==> config.mk <==
export PLATFORM = sky130hd
export DESIGN_NAME = integral_damping_force_controller_core
export DESIGN_NICKNAME = d
export VERILOG_FILES = /design/src/design/idfc_pkg.sv /design/src/design/idfc_ctrl.sv /design/src/design/idfc_dp.sv /design/src/design/integral_damping_force_controller_core.sv
export VERILOG_INCLUDE_DIRS = /design/src /design/src/design
export SDC_FILE = /design/constraint.sdc
export NUM_CORES = 2
export LEC_CHECK = 0
export BUFFER_PORTS_ARGS = -buffer_cell sky130_fd_sc_hd__buf_2
export CAP_MARGIN = 40
export CORE_MARGIN = 2
export CORE_UTILIZATION = 40
export CTS_BUF_LIST = sky130_fd_sc_hd__clkbuf_16
export DETAILED_ROUTE_END_ITERATION = 10
export HOLD_SLACK_MARGIN = 0.1
export SLEW_MARGIN = 15
export SYNTH_ARGS = -nofsm -noshare
export SYNTH_HDL_FRONTEND = slang
export SYNTH_HIERARCHICAL = 1
export SYNTH_SLANG_ARGS = --single-unit
==> constraint.sdc <==
create_clock -name clk -period 11.75 [get_ports clk]
set_input_delay 0.5875 -clock clk [delete_from_list [all_inputs] [get_ports clk]]
set_output_delay 0.5875 -clock clk [all_outputs]
set_load 0.01 [all_outputs]
==> src/design/assert_macros.svh <==
// Assertion macros for the integral damping force controller.
// Included by files that carry concurrent checks; no other dependencies.
`ifndef ASSERT_MACROS_SVH
`define ASSERT_MACROS_SVH

`ifndef SYNTHESIS

`define IDFC_ASSERT_IMPL(name, clk, rst_n, ante, cons) \
	name: assert property (@(posedge clk) disable iff (!rst_n) (ante) |-> (cons)) \
		else $error("idfc check failed: same-cycle implication");

`define IDFC_ASSERT_NEXT(name, clk, rst_n, ante, cons) \
	name: assert property (@(posedge clk) disable iff (!rst_n) (ante) |=> (cons)) \
		else $error("idfc check failed: next-cycle implication");

`else

`define IDFC_ASSERT_IMPL(name, clk, rst_n, ante, cons)

`define IDFC_ASSERT_NEXT(name, clk, rst_n, ante, cons)

`endif

`endif

==> src/design/idfc_pkg.sv <==
// Shared types, register indexes and saturation helpers for the
// integral damping force controller. No dependencies.
package idfc_pkg;

	localparam int Q_W     = 32;
	localparam int SP_W    = 31;
	localparam int CFG_IDX_W = 3;
	localparam int PROD_W  = 2 * Q_W;
	localparam int FRAC_W  = 16;
	localparam int WIDE_W  = 50;

	localparam logic [CFG_IDX_W-1:0] REG_SETPOINT      = 3'd0;
	localparam logic [CFG_IDX_W-1:0] REG_INTEGRAL_GAIN = 3'd1;
	localparam logic [CFG_IDX_W-1:0] REG_DAMPING_GAIN  = 3'd2;
	localparam logic [CFG_IDX_W-1:0] REG_FORCE_SCALE   = 3'd3;

	typedef enum logic [2:0] {
		ST_IDLE,
		ST_MUL_I,
		ST_MUL_D,
		ST_FORCE,
		ST_MUL_F,
		ST_VEL
	} idfc_state_t;

	typedef enum logic [1:0] {
		MUL_IG_ERR,
		MUL_DG_VEL,
		MUL_F_FS
	} mul_sel_t;

	typedef struct packed {
		logic     ld_err;
		logic     mul_en;
		mul_sel_t mul_sel;
		logic     upd_int;
		logic     upd_force;
		logic     upd_vel;
	} idfc_cmd_t;

	function automatic logic ovf32(input logic signed [WIDE_W-1:0] v);
		ovf32 = !((&v[WIDE_W-1:Q_W-1]) || !(|v[WIDE_W-1:Q_W-1]));
	endfunction

	function automatic logic signed [Q_W-1:0] sat32(input logic signed [WIDE_W-1:0] v);
		if (ovf32(v)) begin
			sat32 = v[WIDE_W-1] ? {1'b1, {(Q_W-1){1'b0}}} : {1'b0, {(Q_W-1){1'b1}}};
		end else begin
			sat32 = v[Q_W-1:0];
		end
	endfunction

	function automatic logic signed [WIDE_W-1:0] ext32(input logic signed [Q_W-1:0] v);
		ext32 = {{(WIDE_W-Q_W){v[Q_W-1]}}, v};
	endfunction

endpackage

==> src/design/idfc_ctrl.sv <==
// Sequencer for the integral damping force controller.
// Depends on idfc_pkg; drives the datapath command word and both handshakes.
module idfc_ctrl import idfc_pkg::*; (
	input  logic      clk,
	input  logic      arst_n,
	input  logic      position_valid,
	output logic      position_stall,
	output logic      result_valid,
	input  logic      result_stall,
	output idfc_cmd_t cmd
);

	idfc_state_t state_q, state_d;
	logic        out_valid_q;

	always_ff @(posedge clk or negedge arst_n) begin
		if (!arst_n) begin
			state_q     <= ST_IDLE;
			out_valid_q <= 1'b0;
		end else begin
			state_q <= state_d;
			if (cmd.upd_vel) begin
				out_valid_q <= 1'b1;
			end else if (!result_stall) begin
				out_valid_q <= 1'b0;
			end
		end
	end

	always_comb begin
		state_d        = state_q;
		cmd            = '0;
		cmd.mul_sel    = MUL_IG_ERR;
		position_stall = 1'b1;
		case (state_q)
			ST_IDLE: begin
				position_stall = 1'b0;
				if (position_valid) begin
					cmd.ld_err = 1'b1;
					state_d    = ST_MUL_I;
				end
			end
			ST_MUL_I: begin
				cmd.mul_en  = 1'b1;
				cmd.mul_sel = MUL_IG_ERR;
				state_d     = ST_MUL_D;
			end
			ST_MUL_D: begin
				cmd.upd_int = 1'b1;
				cmd.mul_en  = 1'b1;
				cmd.mul_sel = MUL_DG_VEL;
				state_d     = ST_FORCE;
			end
			ST_FORCE: begin
				cmd.upd_force = 1'b1;
				state_d       = ST_MUL_F;
			end
			ST_MUL_F: begin
				cmd.mul_en  = 1'b1;
				cmd.mul_sel = MUL_F_FS;
				state_d     = ST_VEL;
			end
			ST_VEL: begin
				// wait until the output word is free
				if (!(out_valid_q && result_stall)) begin
					cmd.upd_vel = 1'b1;
					state_d     = ST_IDLE;
				end
			end
			default: begin
				state_d = ST_IDLE;
			end
		endcase
	end

	assign result_valid = out_valid_q;

endmodule

==> src/design/idfc_dp.sv <==
// Datapath: config registers, shared 32x32 multiplier, saturating adders
// and controller state. Depends on idfc_pkg; steered by idfc_ctrl.
module idfc_dp import idfc_pkg::*; (
	input  logic                    clk,
	input  logic                    arst_n,
	input  logic                    cfg_we,
	input  logic [CFG_IDX_W-1:0]    cfg_index,
	input  logic [Q_W-1:0]          cfg_data,
	input  logic signed [Q_W-1:0]   position,
	input  idfc_cmd_t               cmd,
	output logic signed [Q_W-1:0]   velocity_command,
	output logic                    saturated
);

	logic [SP_W-1:0]        setpoint_q;
	logic signed [Q_W-1:0]  integral_gain_q, damping_gain_q, force_scale_q;
	logic signed [Q_W-1:0]  force_integral_q, velocity_q, prev_increment_q;
	logic signed [Q_W-1:0]  err_q, force_q;
	logic signed [PROD_W-1:0] prod_q;
	logic                   flag_q;
	logic signed [Q_W-1:0]  vcmd_q;
	logic                   sat_q;

	logic signed [Q_W-1:0]    mul_a, mul_b;
	logic signed [PROD_W-1:0] prod_d;
	logic signed [WIDE_W-1:0] prod_sh, err_w, int_sum, force_sum, vel_sum;
	logic signed [Q_W-1:0]    prod_sat;
	logic                     prod_ovf;

	always_ff @(posedge clk or negedge arst_n) begin
		if (!arst_n) begin
			setpoint_q      <= '0;
			integral_gain_q <= '0;
			damping_gain_q  <= '0;
			force_scale_q   <= '0;
		end else if (cfg_we) begin
			case (cfg_index)
				REG_SETPOINT:      setpoint_q      <= cfg_data[SP_W-1:0];
				REG_INTEGRAL_GAIN: integral_gain_q <= cfg_data;
				REG_DAMPING_GAIN:  damping_gain_q  <= cfg_data;
				REG_FORCE_SCALE:   force_scale_q   <= cfg_data;
				default: ;
			endcase
		end
	end

	always_comb begin
		case (cmd.mul_sel)
			MUL_IG_ERR: begin
				mul_a = integral_gain_q;
				mul_b = err_q;
			end
			MUL_DG_VEL: begin
				mul_a = damping_gain_q;
				mul_b = velocity_q;
			end
			MUL_F_FS: begin
				mul_a = force_q;
				mul_b = force_scale_q;
			end
			default: begin
				mul_a = force_q;
				mul_b = force_scale_q;
			end
		endcase
	end

	assign prod_d = mul_a * mul_b;

	// floor shift by the fraction width
	assign prod_sh  = {{(WIDE_W-PROD_W+FRAC_W){prod_q[PROD_W-1]}}, prod_q[PROD_W-1:FRAC_W]};
	assign prod_sat = sat32(prod_sh);
	assign prod_ovf = ovf32(prod_sh);

	assign err_w     = {{(WIDE_W-SP_W){1'b0}}, setpoint_q} - ext32(position);
	assign int_sum   = ext32(force_integral_q) + ext32(prod_sat);
	assign force_sum = ext32(force_integral_q) - ext32(prod_sat);
	assign vel_sum   = ext32(velocity_q) + ext32(prev_increment_q) + ext32(prod_sat);

	always_ff @(posedge clk or negedge arst_n) begin
		if (!arst_n) begin
			force_integral_q <= '0;
			velocity_q       <= '0;
			prev_increment_q <= '0;
		end else begin
			if (cmd.upd_int) begin
				force_integral_q <= sat32(int_sum);
			end
			if (cmd.upd_vel) begin
				velocity_q       <= sat32(vel_sum);
				prev_increment_q <= prod_sat;
			end
		end
	end

	always_ff @(posedge clk) begin
		if (cmd.mul_en) begin
			prod_q <= prod_d;
		end
		if (cmd.ld_err) begin
			err_q  <= sat32(err_w);
			flag_q <= ovf32(err_w);
		end else if (cmd.upd_int) begin
			flag_q <= flag_q | prod_ovf | ovf32(int_sum);
		end else if (cmd.upd_force) begin
			force_q <= sat32(force_sum);
			flag_q  <= flag_q | prod_ovf | ovf32(force_sum);
		end
		if (cmd.upd_vel) begin
			vcmd_q <= sat32(vel_sum);
			sat_q  <= flag_q | prod_ovf | ovf32(vel_sum);
		end
	end

	assign velocity_command = vcmd_q;
	assign saturated        = sat_q;

endmodule

==> src/design/integral_damping_force_controller_core.sv <==
// Top level of the integral damping force controller.
// Depends on idfc_pkg, idfc_ctrl, idfc_dp and assert_macros.svh.
//
// One position word in gives one velocity command word out. The word is taken
// in idle; the sequencer then steps through ST_MUL_I, ST_MUL_D, ST_FORCE,
// ST_MUL_F and ST_VEL before the result is presented, and takes no new position
// until it is back in idle. One shared 32x32 multiplier serves the integral,
// damping and force-scale products in dependent order, each product registered
// before the saturating add that uses it. The output word sits in a register, so
// the next position is taken while a result waits; a result still unclaimed when
// the next one is ready holds the sequencer.
`include "assert_macros.svh"

module integral_damping_force_controller_core import idfc_pkg::*; (
	input  logic                  clk,
	input  logic                  arst_n,
	input  logic                  cfg_we,
	input  logic [CFG_IDX_W-1:0]  cfg_index,
	input  logic [Q_W-1:0]        cfg_data,
	input  logic                  position_valid,
	output logic                  position_stall,
	input  logic signed [Q_W-1:0] position,
	output logic                  result_valid,
	input  logic                  result_stall,
	output logic signed [Q_W-1:0] velocity_command,
	output logic                  saturated
);

	idfc_cmd_t cmd;

	idfc_ctrl u_ctrl (
		.clk            (clk),
		.arst_n         (arst_n),
		.position_valid (position_valid),
		.position_stall (position_stall),
		.result_valid   (result_valid),
		.result_stall   (result_stall),
		.cmd            (cmd)
	);

	idfc_dp u_dp (
		.clk              (clk),
		.arst_n           (arst_n),
		.cfg_we           (cfg_we),
		.cfg_index        (cfg_index),
		.cfg_data         (cfg_data),
		.position         (position),
		.cmd              (cmd),
		.velocity_command (velocity_command),
		.saturated        (saturated)
	);

	`IDFC_ASSERT_NEXT(a_busy_after_accept, clk, arst_n, position_valid && !position_stall, position_stall)
	`IDFC_ASSERT_IMPL(a_no_overwrite, clk, arst_n, cmd.upd_vel, !(result_valid && result_stall))
	`IDFC_ASSERT_IMPL(a_result_from_update, clk, arst_n, $rose(result_valid), $past(cmd.upd_vel))

endmodule

======== Word-level counts from Yosys, hierarchy flattened ========
Cells that the tools add are included.
storage, ports and cells
  output and inout bits ................... 35
  register bits after elaboration ......... 389
  input port bits ......................... 72
  logic and storage cells ................. 103
cells by class
  add/subtract/negate cells ............... 5
  eq/ne operators ......................... 12
  reduce and logical (&&, ||, !) cells .... 36
  multiplexer cells ....................... 28
  bitwise logic cells ..................... 6
  $mul .................................... 1
operator list
  operator                                                          number
  32-bit 2-to-1 mux                                                 10
  32-bit case mux with 2 select lines                               2
  19-bit AND reduction                                              4
  19-bit OR reduction                                               4
  32-bit by 32-bit adder with 33-bit output                         2
  32-bit by 32-bit subtractor with 33-bit output                    2
  32-bit by 32-bit multiplier with 64-bit output                    1
  33-bit by 32-bit adder with 34-bit output                         1
  3-bit case mux with 6 select lines                                1
  17-bit AND reduction                                              1
  17-bit OR reduction                                               1
  3-bit by 2-bit == test with 1-bit output (second input constant)  4
  1-bit 2-to-1 mux                                                  12
  1-bit logical NOT                                                 10
  2-bit AND reduction                                               5
  3-bit case mux with 3 select lines                                1
  3-bit by 1-bit == test with 1-bit output (second input constant)  2
  3-bit == test (second input constant)                             2
  3-bit logical NOT                                                 2
  3-bit 2-to-1 mux                                                  2
  1-bit logical OR                                                  5
  2-bit inequality test (second input constant)                     2
  1-bit OR                                                          4
  3-bit AND reduction                                               1
  other kinds (6)                                                   7

======== Longest topological paths before layout ========
  depth in word-level cells ............... 13
  gate-level depth with buffers ........... 36
  mapped depth without buffers ............ 31

======== Modules after synthesis ========
Netlist, hierarchy kept.
modules (own cells, without submodules)
  module     cells each  area an instance (um2)  seq. area each (um2)  instances
  idfc_dp    5999        57383.8                 9964.6                1
  idfc_ctrl  29          271.5                   100.1                 1

======== Worst setup path after synthesis ========
OpenSTA, ideal clock, no wires.
  path type ............................... reg-to-reg
  start ................................... register u_ctrl.state_q[2]
  end ..................................... register u_dp.prod_q[61] (data pin)
  setup time .............................. 0.261 ns
  cell stages (with the launch flop) ...... 36
  required time ........................... 11.489 ns
  path buffers ............................ 5
  data arrival time ....................... 9.390 ns
  path slack .............................. 2.099 ns
  period minus slack after synthesis ...... 9.651 ns
  cell sequence ........................... dfrtp_1 > buf_4 > nor3b_1 > buf_4 > buf_4 > buf_1 > mux2i_1 > o21ai_0 > clkbuf_1 > nand2_1 > inv_1 > fa_1 > inv_1 > fa_1 > inv_1 > fa_1 > inv_1 > fa_1 > inv_1 > fa_1 > fa_1 > inv_1 > fa_1 > inv_1 > fa_1 > ha_1 > a21o_1 > a21o_1 > a21oi_1 > nor2_1 > o21a_1 > o21ai_0 > nand2b_1 > a21oi_1 > xor2_1 > mux2i_1
RTL lines
  item                    RTL line         text
  from (decl)             idfc_ctrl.sv:13  idfc_state_t state_q, state_d;
  from (signal assigned)  idfc_ctrl.sv:21  state_q <= state_d;
  to (signal assigned)    idfc_dp.sv:98    prod_q <= prod_d;
  to (decl)               idfc_dp.sv:19    logic signed [PROD_W-1:0] prod_q;

======== Worst setup path after layout ========
  start ................................... register u_ctrl.state_q[1]
  end ..................................... register u_dp.prod_q[47] (data pin)
between the ends
  longest elaborated chain between the ends .. 5
  elaborated cells between the ends (all ways) .. 9
  those cells by class .................... 1 x mul; 4 x eq/ne; 3 x mux; 1 x reduce/logical
ends and longest elaborated chain
  item                                                                                  RTL line         text
  3-bit == test (tied with other cells)                                                 idfc_ctrl.sv:35  case (state_q)
  3-bit case mux with 3 select lines *                                                  idfc_ctrl.sv:35
  2-bit by 1-bit == test with 1-bit output / 2-bit logical NOT (equally long branches)  idfc_dp.sv:48    case (cmd.mul_sel)
  32-bit case mux with 2 select lines                                                   idfc_dp.sv:48
  32-bit by 32-bit multiplier with 64-bit output *                                      idfc_dp.sv:68    assign prod_d = mul_a * mul_b;
  via u_dp.prod_d[47]                                                                   idfc_dp.sv:25    logic signed [PROD_W-1:0] prod_d;
The timed path passes the listed nets; every way through them passes the cells marked *.
A chain may end at the register's enable or synchronous reset.

==> results.txt <==
- The flow ran to the end, and the final reports show no timing, DRC or antenna violations.
- Syn. warnings: 6
* Clock-pin slew on the worst setup and hold paths: 0.06 ns
- Of the total synthesized cell area, the portion taken by full adders, half adders and majority gates is 0.456.
- Data on the critical path arrives at its endpoint at 10.79 ns.
* Top flip-flop cell by instance count after synthesis: sky130_fd_sc_hd__dfrtp_1
- The number of different library cells used by synthesis comes to 99.
- In the final layout, the share of cells above drive strength 1 is 0.0952.
- Final hold violations: 0
- around 110 I/O pins were placed.
- After the first detailed-routing iteration, the DRC count stood at 3,808.
- The wire-length estimate of the detail-placed layout is 154,000 um.
* Highest clock rate: 0.0960 GHz
- STA classifies the critical path endpoint as a flop.
- After synthesis, the share of cell area in mux cells is 0.0370.
- Number of antenna violations at the first check in global routing: 12
- For this configuration, the core starts out at a cell density of 0.402.
* Buffers inserted during post-CTS setup optimization: 0
* Post-detailed-route count of antenna-violating nets: 0
* Max-cap viol count: 0
* Max clock buf depth: 3
- Horizontal die dimension: 384 um
- Headroom to the max-slew limit came out at 0.342.
- Routability-driven placement finished with a final weighted congestion of roughly 0.98.
- After detailed routing, the average wire length per cell comes to 23.7 um.
- The routed layout has between 40,000 and 50,000 vias.
- Seq cells post-synth: 373
* Post-route minimum period: 10.41 ns
- CP Max Fanout: 65
* Count of buffers inserted at the top-level ports: between 100 and 150
* Synthesized-area fraction occupied by ao, oa, aoi and oai cells: 0.101
* Multi-input gate area in the final layout: 42,300 um2
* Final number of setup-violating endpoints: 0
* Height of the chip: 384 um
- In the final timing run, aggregate negative setup slack is 0 ns.
- Final worst clock skew: 0.0324 ns
* Growth of design area from synthesis to finish: 9.11%
- Dividing the final minimum period by the clock period gives 0.886.
- Number of remaining DRC errors: 0
* Post-synth EDFFs: 146
- Setup repair after global routing left no endpoint under its margin.
- Kind of start point of the critical path: flop
- Area of the core region: 143,000 um2
- In this run the core area contains 139 standard-cell rows.
* Simple-gate area share of the yosys netlist: 0.110
* Cell area after layout: 62,900 um2
* CTS Root Cell: sky130_fd_sc_hd__clkbuf_16
- CTS tree: built
* Wirelength, routed: 190,000 um
* Share of the synthesized netlist area taken by xor and xnor gates: 0.0246
- Entering global routing, the biggest net connects 110 pins.
* Async S/R FF share, synth: 0.609
- The min-delay analysis places its worst path in the category in2reg.
- Worst EP required: 12.13 ns
* Count of H-tree levels built during CTS: 2
- For this run, the detailed router's first-pass iteration total came to 5.
- Net Count, Synth: 7,524
- The critical path is of the reg2reg type.
* Tot GR Track Use: 0.265
- Gate count after technology mapping: 6,028
- The first global-routing pass estimated 292,000 um of wire.
- Using the TritonRoute via totals, the vias-per-cell ratio works out to 5.44.
* Placed standard-cell area: 61,300 um2
- Number of fillers in the final layout: about 14,000
- Fin. max-slew vios: 0
- A synthesized cell averages about 9.6 um2.
- For this run, the post-layout net count is 7,565.
* Netlist area before placement: 57,700 um2
- Number of sinks handled by clock tree synthesis: 373
- Worst-skew pair later-pin latency: slightly above 0.6 ns
- The number of global-route vias before repair is around 46,000.
- Num CTS Buffers: between 40 and 50
* Slew @ Worst Pin: 0.984 ns
- The die covers 147,000 um2.
- In the final layout, flip-flops and latches occupy 10,100 um2.
* Leftover overflow at the end of global routing: 0
- Sequential share of the synthesized area: 0.175
- Main combinational cell family by area after synthesis: adder cells
-- cell usage after synthesis (10+ instances only) --
cell | number | share of area
sky130_fd_sc_hd__inv_1 | 1148 | 0.075
sky130_fd_sc_hd__fa_1 | 1117 | 0.39
sky130_fd_sc_hd__nand2_1 | 667 | 0.043
sky130_fd_sc_hd__nor2_1 | 637 | 0.041
sky130_fd_sc_hd__ha_1 | 307 | 0.067
sky130_fd_sc_hd__a21oi_1 | 256 | 0.022
sky130_fd_sc_hd__dfrtp_1 | 227 | 0.099
sky130_fd_sc_hd__clkbuf_1 | 217 | 0.014
sky130_fd_sc_hd__edfxtp_1 | 146 | 0.076
sky130_fd_sc_hd__mux2_2 | 128 | 0.025
sky130_fd_sc_hd__xnor2_1 | 105 | 0.016
sky130_fd_sc_hd__o21ai_0 | 100 | 0.0087
sky130_fd_sc_hd__a21o_1 | 90 | 0.012
sky130_fd_sc_hd__o21ai_1 | 84 | 0.0073
sky130_fd_sc_hd__o21a_1 | 83 | 0.011
sky130_fd_sc_hd__mux2i_1 | 68 | 0.012
sky130_fd_sc_hd__xor2_1 | 55 | 0.0084
sky130_fd_sc_hd__nand3_1 | 43 | 0.0037
sky130_fd_sc_hd__buf_2 | 36 | 0.0031
sky130_fd_sc_hd__o21bai_1 | 33 | 0.0043
sky130_fd_sc_hd__o311ai_1 | 30 | 0.0046
sky130_fd_sc_hd__a211oi_1 | 28 | 0.0036
sky130_fd_sc_hd__nor3_1 | 26 | 0.0023
sky130_fd_sc_hd__buf_1 | 25 | 0.0016
sky130_fd_sc_hd__o22ai_1 | 24 | 0.0026
sky130_fd_sc_hd__o211ai_1 | 23 | 0.0030
sky130_fd_sc_hd__nand4_1 | 21 | 0.0023
sky130_fd_sc_hd__nor2b_1 | 21 | 0.0023
sky130_fd_sc_hd__and3_1 | 20 | 0.0022
sky130_fd_sc_hd__nand2b_1 | 20 | 0.0022
sky130_fd_sc_hd__and2_1 | 18 | 0.0020
sky130_fd_sc_hd__a31oi_1 | 14 | 0.0015
sky130_fd_sc_hd__a211o_1 | 13 | 0.0020
sky130_fd_sc_hd__nor3b_1 | 12 | 0.0016
sky130_fd_sc_hd__or3_1 | 10 | 0.0011
-- metrics by stage --
| step | hold slack, ns | worst slack (ns) | std cells | utilization |
|---|---|---|---|---|
| global route | 0.298 | 0.918 | 8008 | 0.439 |
| CTS | 0.275 | 1.51 | 8001 | 0.438 |
| floorplan | 0.292 | 2.10 | 6028 | - |
| global placement | 0.488 | 1.37 | 7884 | 0.423 |
| finish | 0.301 | 1.34 | 8009 | 0.439 |
| detailed placement | 0.493 | 1.60 | 7918 | 0.428 |
-- worst max-delay path: stages, from the launching register on --
cell,delay (ns)
sky130_fd_sc_hd__dfrtp_1,0.52
sky130_fd_sc_hd__nor3b_2,0.30
sky130_fd_sc_hd__buf_12,0.41
sky130_fd_sc_hd__mux2i_1,0.50
sky130_fd_sc_hd__o21a_1,0.73
sky130_fd_sc_hd__buf_4,0.30
sky130_fd_sc_hd__nor2_1,0.08
sky130_fd_sc_hd__fa_1,0.55
sky130_fd_sc_hd__inv_1,0.06
sky130_fd_sc_hd__fa_1,0.53
sky130_fd_sc_hd__inv_1,0.05
sky130_fd_sc_hd__fa_1,0.51
sky130_fd_sc_hd__fa_1,0.48
sky130_fd_sc_hd__fa_1,0.62
sky130_fd_sc_hd__fa_1,0.48
sky130_fd_sc_hd__fa_1,0.53
sky130_fd_sc_hd__fa_1,0.44
sky130_fd_sc_hd__ha_1,0.41
sky130_fd_sc_hd__and3_1,0.25
sky130_fd_sc_hd__and4_1,0.41
sky130_fd_sc_hd__nand3_1,0.19
sky130_fd_sc_hd__a311oi_2,0.40
sky130_fd_sc_hd__buf_4,0.28
sky130_fd_sc_hd__nor2_1,0.10
sky130_fd_sc_hd__o21ai_2,0.24
sky130_fd_sc_hd__a221oi_1,0.18
sky130_fd_sc_hd__o21bai_1,0.19
sky130_fd_sc_hd__xor2_1,0.31
-- registers in the layout (all words and copies together) (netlist names), 3 cells and up --
signal and flops:
u_dp/prod_q 48, u_dp/damping_gain_q 32, u_dp/err_q 32, u_dp/force_integral_q 32
u_dp/force_q 32, u_dp/force_scale_q 32, u_dp/integral_gain_q 32, u_dp/prev_increment_q 32
u_dp/velocity_command 32, u_dp/velocity_q 32, u_dp/setpoint_q 31, u_ctrl/state_q 3
-- what timing repair did --
item	4_1_cts	5_1_grt
gates resized for setup	0	0
endpoints found under the setup margin	0	0
endpoints found under the hold margin	38	0
hold buffers	1	0
-- layout make-up --
type | count | share of cell area
Timing Repair Buffer | 287 | 0.0376
Inverter | 1149 | 0.0686
Clock inverter | 33 | 0.00455
Tap cell | 1903 | 0.0378
Sequential cell | 373 | 0.160
Antenna cell | 1 | 0.0000398
Multi-Input combinational cell | 4214 | 0.672
Clock buffer | 49 | 0.0195
-- cell families after synthesis --
logic type                 Yosys count
buffers and inverters             1441
AOI/OAI and AO/OA                  885
xor gates and xnor gates           161
adders and majority gates         1434
and+or+nand+nor                   1537
muxes                              197
DFF                                373
-- worst paths after layout --
path	startpoint	cells past startpoint	endpoint	slack (ns)
max	u_ctrl/state_q[1]	27	u_dp/prod_q[47]	1.34
min	cfg_data[28]	2	u_dp/integral_gain_q[28]	0.30
max reg2reg	u_ctrl/state_q[1]	27	u_dp/prod_q[47]	1.34
min reg2reg	u_dp/integral_gain_q[28]	1	u_dp/integral_gain_q[28]	0.51
max in group asynchronous	arst_n	5	u_dp/integral_gain_q[29]	9.08
min in group asynchronous	arst_n	2	u_dp/velocity_q[1]	0.64
-- per-layer routing --
layer,vias up,track usage,share of wire
li1,18900,-,-
met1,22400,0.360,0.41
met2,1850,0.414,0.45
met3,403,0.0477,0.081
met4,6,0.117,0.054
met5,-,0,0.00023
-- cell usage in the layout, fill, tap and decap left out, types with 13 or more instances in the layout --
master / n
sky130_fd_sc_hd__nand3_1: 43
sky130_fd_sc_hd__a211o_1: 13
sky130_fd_sc_hd__ha_1: 307
sky130_fd_sc_hd__o21bai_1: 33
sky130_fd_sc_hd__a211oi_1: 28
sky130_fd_sc_hd__a21oi_1: 254
sky130_fd_sc_hd__mux2_2: 128
sky130_fd_sc_hd__o211ai_1: 23
sky130_fd_sc_hd__buf_8: 20
sky130_fd_sc_hd__nand4_1: 21
sky130_fd_sc_hd__buf_2: 106
sky130_fd_sc_hd__o21ai_1: 76
sky130_fd_sc_hd__nor2_1: 634
sky130_fd_sc_hd__nand2b_1: 20
sky130_fd_sc_hd__xor2_1: 55
sky130_fd_sc_hd__o21ai_0: 89
sky130_fd_sc_hd__and3_1: 20
sky130_fd_sc_hd__and2_1: 18
sky130_fd_sc_hd__buf_4: 139
sky130_fd_sc_hd__a21o_1: 90
sky130_fd_sc_hd__nor3_1: 26
sky130_fd_sc_hd__o311ai_1: 30
sky130_fd_sc_hd__edfxtp_1: 146
sky130_fd_sc_hd__fa_1: 1117
sky130_fd_sc_hd__o21ai_2: 18
sky130_fd_sc_hd__xnor2_1: 105
sky130_fd_sc_hd__clkbuf_16: 49
sky130_fd_sc_hd__dfrtp_1: 227
sky130_fd_sc_hd__o21a_1: 80
sky130_fd_sc_hd__a31oi_1: 14
sky130_fd_sc_hd__o22ai_1: 24
sky130_fd_sc_hd__nand2_1: 667
sky130_fd_sc_hd__nor2b_1: 21
sky130_fd_sc_hd__mux2i_1: 66
sky130_fd_sc_hd__inv_1: 1153
sky130_fd_sc_hd__buf_16: 13
Power is left out: the tool's default activity adds up to more than one toggle a clock period on the data nets, which glitch-free logic cannot reach.
